### config.mk
export PLATFORM = sky130hd
export DESIGN_NAME = atic_front
export DESIGN_NICKNAME = d
export VERILOG_FILES = /design/src/hdl/atic_pkg.sv /design/src/hdl/atic_front.sv
export SDC_FILE = /design/constraint.sdc
export NUM_CORES = 1
export LEC_CHECK = 0
export BUFFER_PORTS_ARGS = -buffer_cell sky130_fd_sc_hd__buf_2
export CORE_AREA = 2 2 134 136
export CTS_CLUSTER_SIZE = 12
export DETAILED_ROUTE_END_ITERATION = 10
export DIE_AREA = 0 0 136 138
export PLACE_DENSITY_LB_ADDON = 0.08
export SLEW_MARGIN = 25
export SYNTH_ARGS = -nofsm -noshare
export SYNTH_HDL_FRONTEND = slang
export SYNTH_SLANG_ARGS = --single-unit
export TNS_END_PERCENT = 100
### constraint.sdc
create_clock -name clock -period 3.1 [get_ports clock]
set_input_delay 0.31 -clock clock [delete_from_list [all_inputs] [get_ports clock]]
set_output_delay 0.31 -clock clock [all_outputs]
set_load 0.01 [all_outputs]
### src/hdl/atic_pkg.sv
// Shared types and constants of the activation table interpolator.
package atic_pkg;

   // Item queue between front and back
   localparam int QUEUE_DEPTH = 4;
   localparam int QPTR_W = 2;
   localparam int QCNT_W = 3;
   localparam logic [QCNT_W-1:0] QUEUE_FULL = QCNT_W'(QUEUE_DEPTH);

   // Request kinds
   typedef enum logic {
      REQ_TABLE_WRITE = 1'b0,
      REQ_EVALUATE    = 1'b1
   } req_kind_type;

   // Function select codes
   localparam logic FUNC_TANH     = 1'b0;
   localparam logic FUNC_LOGISTIC = 1'b1;

   // Register indexes on the configuration port
   localparam logic [1:0] CSR_FUNCTION_SELECT  = 2'd0;
   localparam logic [1:0] CSR_MULTIPLY_ENABLE  = 2'd1;
   localparam logic [1:0] CSR_INPUT_SCALE      = 2'd2;
   localparam logic [1:0] CSR_TABLE_LAST_INDEX = 2'd3;

   // 1.0 in Q4.12
   localparam logic [13:0] ONE_Q12 = 14'd4096;

   typedef struct packed {
      logic        function_select;
      logic        multiply_enable;
      logic [15:0] input_scale;
      logic [9:0]  table_last_index;
   } cfg_type;

   typedef struct packed {
      req_kind_type       kind;
      logic [9:0]         table_addr;
      logic [15:0]        table_word;
      logic               neg;
      logic [16:0]        mag;
      logic signed [15:0] mul_value;
      logic               is_last;
   } queue_entry_type;

   typedef struct packed {
      logic              head_valid;
      logic [QCNT_W-1:0] count;
   } queue_status_type;

endpackage

### src/hdl/atic_front.sv
// Front end: accepts items, folds the sign and queues them in order.
module atic_front
   import atic_pkg::*;
(
   input  logic               clock,
   input  logic               reset,
   input  logic               req_valid,
   output logic               req_ready,
   input  logic               req_type,
   input  logic [9:0]         req_table_addr,
   input  logic [15:0]        req_table_word,
   input  logic signed [15:0] req_x_value,
   input  logic signed [15:0] req_mul_value,
   input  logic               req_is_last_in,
   input  logic               pop,
   output queue_entry_type    head,
   output queue_status_type   status
);

   queue_entry_type         queue_ff [QUEUE_DEPTH];
   logic [QPTR_W-1:0]       wr_ptr_ff, wr_ptr_in;
   logic [QPTR_W-1:0]       rd_ptr_ff, rd_ptr_in;
   logic [QCNT_W-1:0]       count_ff, count_in;
   queue_entry_type         entry;
   logic signed [16:0]      x_ext;
   logic                    push;

   // Classify and fold the sign of the incoming item
   always_comb begin
      x_ext = {req_x_value[15], req_x_value};
      entry.kind = req_kind_type'(req_type);
      entry.table_addr = req_table_addr;
      entry.table_word = req_table_word;
      entry.neg = req_x_value[15];
      entry.mag = req_x_value[15] ? 17'(-x_ext) : 17'(x_ext);
      entry.mul_value = req_mul_value;
      entry.is_last = req_is_last_in;
   end

   assign req_ready = (count_ff != QUEUE_FULL);
   assign push = req_valid && req_ready;

   // Advance pointers and fill count
   always_comb begin
      wr_ptr_in = push ? wr_ptr_ff + 1'b1 : wr_ptr_ff;
      rd_ptr_in = pop ? rd_ptr_ff + 1'b1 : rd_ptr_ff;
      count_in = count_ff + QCNT_W'(push) - QCNT_W'(pop);
   end

   always_ff @(posedge clock) begin
      if (reset) begin
         wr_ptr_ff <= '0;
         rd_ptr_ff <= '0;
         count_ff <= '0;
      end else begin
         wr_ptr_ff <= wr_ptr_in;
         rd_ptr_ff <= rd_ptr_in;
         count_ff <= count_in;
      end
   end

   // Store the item
   always_ff @(posedge clock) begin
      if (push) begin
         queue_ff[wr_ptr_ff] <= entry;
      end
   end

   assign head = queue_ff[rd_ptr_ff];
   assign status.head_valid = (count_ff != '0);
   assign status.count = count_ff;

endmodule

==> impl_metrics.yaml <==
route:
  wl_per_cell_um: 20.7
  drc_errors: 0
  ant_nets: 0
  wirelength_mm: 17.3
  vias_per_cell: 5.59
  drtPass1Iterations: 4
  drtIter0Drc: 302
  vias: 4667
cells_and_area:
  diodes: 0
  areaGrowthSynthToFinish_pct: 20.7
  drive_above_1_share_pct: 39.1
  fin_nets: 663
die:
  core_um2: 17500
  rows: 49
  die_y_um: 138
  die-area_um2: 18800
  ios: 131
  die_w_um: 136
  initial_core_util_pct: 55.3
timing:
  grt_setup_unrepaired: "no"
  timing.final.crit_share_pct: 81.7
  fin_crit_ps: 2530
  timing.hold.ws_ps: 18.4
  setup_viol: 0
  max-slew-margin-rel_pct: 63.6
  slew_violations: 0
  setup_tns_ps: 0
  skew_ps: 20.7
  max_freq_mhz: 395
  tightestPinTransition_ps: 547
  finalHoldViolations: 0
run:
  cap_violations: 0
grt:
  antenna_found_initial: 0
  grt_use_total_pct: 18.8
  grt_pass1_vias: 5024
  grt_pass1_wl_mm: 26.9
  grt_max_degree: 39
  grt_overflow_total: 0
setup_path:
  timing.rr.start: "count_ff[1]"
  critPathMaxFanout: 18
  rr_worst_depth: 10
  crit_path_end_kind: "output port"
  r2r_end: "count_ff[2]"
  worstSetupStartpointType: "flop"
  regToRegSetupSlack_ps: 700
  critical_path_class: "reg -> out"
  worstPathArrival_ps: 2220
  required_ps: 2790
placement:
  place_congestion: 0.817
  dp_hpwl_mm: 10.3
  io_buffers: 130
cts:
  cts.sink_count: 257
  ctsResizeCount: 0
  cts_buffer_depth: 3
  root_buffer: "clkbuf_16"
  cts.clk_slew.worst_paths_ps: 60
  cts_max_level: 1
  tritoncts: "done"
  insertion_delay_ps: 510
  cts_made_buffers: 26
min_path:
  hold_path_end: "queue_ff[0][48]"
  min-delay-start: "req_table_word[13]"
  hp-class: "in -> reg"
  whs_path_depth: 1
synth:
  synth_cells: 422
  async_reset_ff_share_pct: 0
  synthesis.area_um2: 9700
  ys_seq_area_share_pct: 78.6
  synth_edf_count: 248
  yosys.cell_types.count: 34
  ys_seq_elements: 257
  synth_area_per_cell_um2: 23.0
  yosys_warnings: 0
  ys.flop_type: "edfxtp_1"
power:
  vdd_drop_max_v: 0.000513
  power.density_nw_per_um2: 711
  power_leakage_uw: 0.00396
status:
  outcome: "completed"
how the worst max path moves through the flow:
| stage | end | depth (start not counted) | start | slack (ps) |
|---|---|---|---|---|
| 5_1_grt | head[27] | 3 | flop | 420 |
| 4_1_cts | head[30] | 3 | flop | 490 |
| 3_5_place_dp | count_ff[2] | 10 | count_ff[1] | 710 |
| 6_report | head[27] | 3 | flop | 570 |
| 2_1_floorplan | queue_ff[0][0] | 3 | count_ff[1] | 230 |
| 3_3_place_gp | count_ff[2] | 10 | count_ff[1] | 830 |
synth_stat cells, types with 2 or more instances:
library cell	count	area (um^2)
dfxtp_1	9	180
nand2_1	3	11.3
a21oi_1	2	10.0
nand3_1	2	10.0
clkbuf_1	11	41.3
or4_1	2	15.0
o31ai_1	6	45.0
or4b_1	2	20.0
mux4_2	62	1400
nor2_1	8	30.0
edfxtp_1	248	7450
o41ai_1	3	26.3
a21o_1	2	15.0
buf_2	7	35.0
ha_1	7	87.6
and3_1	4	25.0
xnor2_1	13	114
xor2_1	2	17.5
or3_1	4	25.0
buf_1	2	7.51
nor2b_1	3	18.8
o21ai_1	2	10.0
inv_1	7	26.3
area by class of cell:
cell class / instances / area (um^2)
Inverter: 7 / 26.3
Clock buffer: 39 / 731
Sequential cell: 257 / 7630
Multi-Input combinational cell: 141 / 2000
Fill cell: 1178 / 5830
Timing Repair Buffer: 158 / 988
Clock inverter: 4 / 43.8
Tap cell: 229 / 287
power breakdown:
group | switching (uW) | internal [uW] | total [uW]
sequential | 112 | 4190 | 4300
combinational | 639 | 546 | 1180
clock | 1140 | 1690 | 2840
state kept, by name, indices dropped and copies added, names as in the netlist, named ones only:
| register | cells |
|---|---|
| count_ff | 3 |
| queue_ff | 248 |
| rd_ptr_ff | 2 |
| wr_ptr_ff | 2 |
layer usage:
layer	track usage, %	up-vias	routed length (um)
met3	4.14	23	1060
met2	32.1	140	8890
met1	24.8	2402	7060
met4	4.66	0	261
met5	0	-	0
li1	-	2102	-
cells in the final DEF, fill, tap and decap left out, types with 3 or more instances in the layout:
| cell type | n |
|---|---|
| clkbuf_16 | 27 |
| buf_2 | 130 |
| and3_4 | 4 |
| nor2_1 | 8 |
| clkbuf_1 | 11 |
| conb_1 | 4 |
| or3_1 | 4 |
| buf_12 | 6 |
| mux4_2 | 62 |
| dfxtp_1 | 7 |
| ha_1 | 7 |
| nand2_1 | 3 |
| xnor2_1 | 13 |
| o31ai_1 | 6 |
| edfxtp_1 | 248 |
| nor2b_1 | 3 |
| dlygate4sd3_1 | 21 |
| inv_1 | 7 |
| o41ai_1 | 3 |
critical path: stages, from the launching register on:
cell	delay (ps)
dfxtp_4	550
buf_4	420
mux4_2	570
buf_2	160
through the flow:
step	setup WS [ps]	cell area [um^2]	power, uW	utilization, %	instances
2_1_floorplan	227	9720	5050	-	425
3_3_place_gp	830	10700	5530	61.2	771
3_5_place_dp	706	10700	5570	61.2	771
4_1_cts	488	11700	8440	66.7	834
5_1_grt	423	11700	8680	66.8	835
6_report	569	11700	8320	66.8	835
repair_timing:
item | 4_1_cts | 5_1_grt
endpoints found under the setup margin | 0 | 0
buffers inserted | 0 | 0
hold buffers | 20 | 1
endpoints found under the hold margin | 79 | 3
cells by family after synthesis:
kind of cell	after synthesis	synth area share, %
AOI/OAI and AO/OA	17	1.25
xor gates and xnor gates	15	1.35
adders and majority gates	8	1.11
buffers and inverters	27	1.13
DFF	257	78.6
muxes	62	14.4
other	1	0.0386
and+or+nand+nor	35	2.13
(Power assumes the default switching activity.)
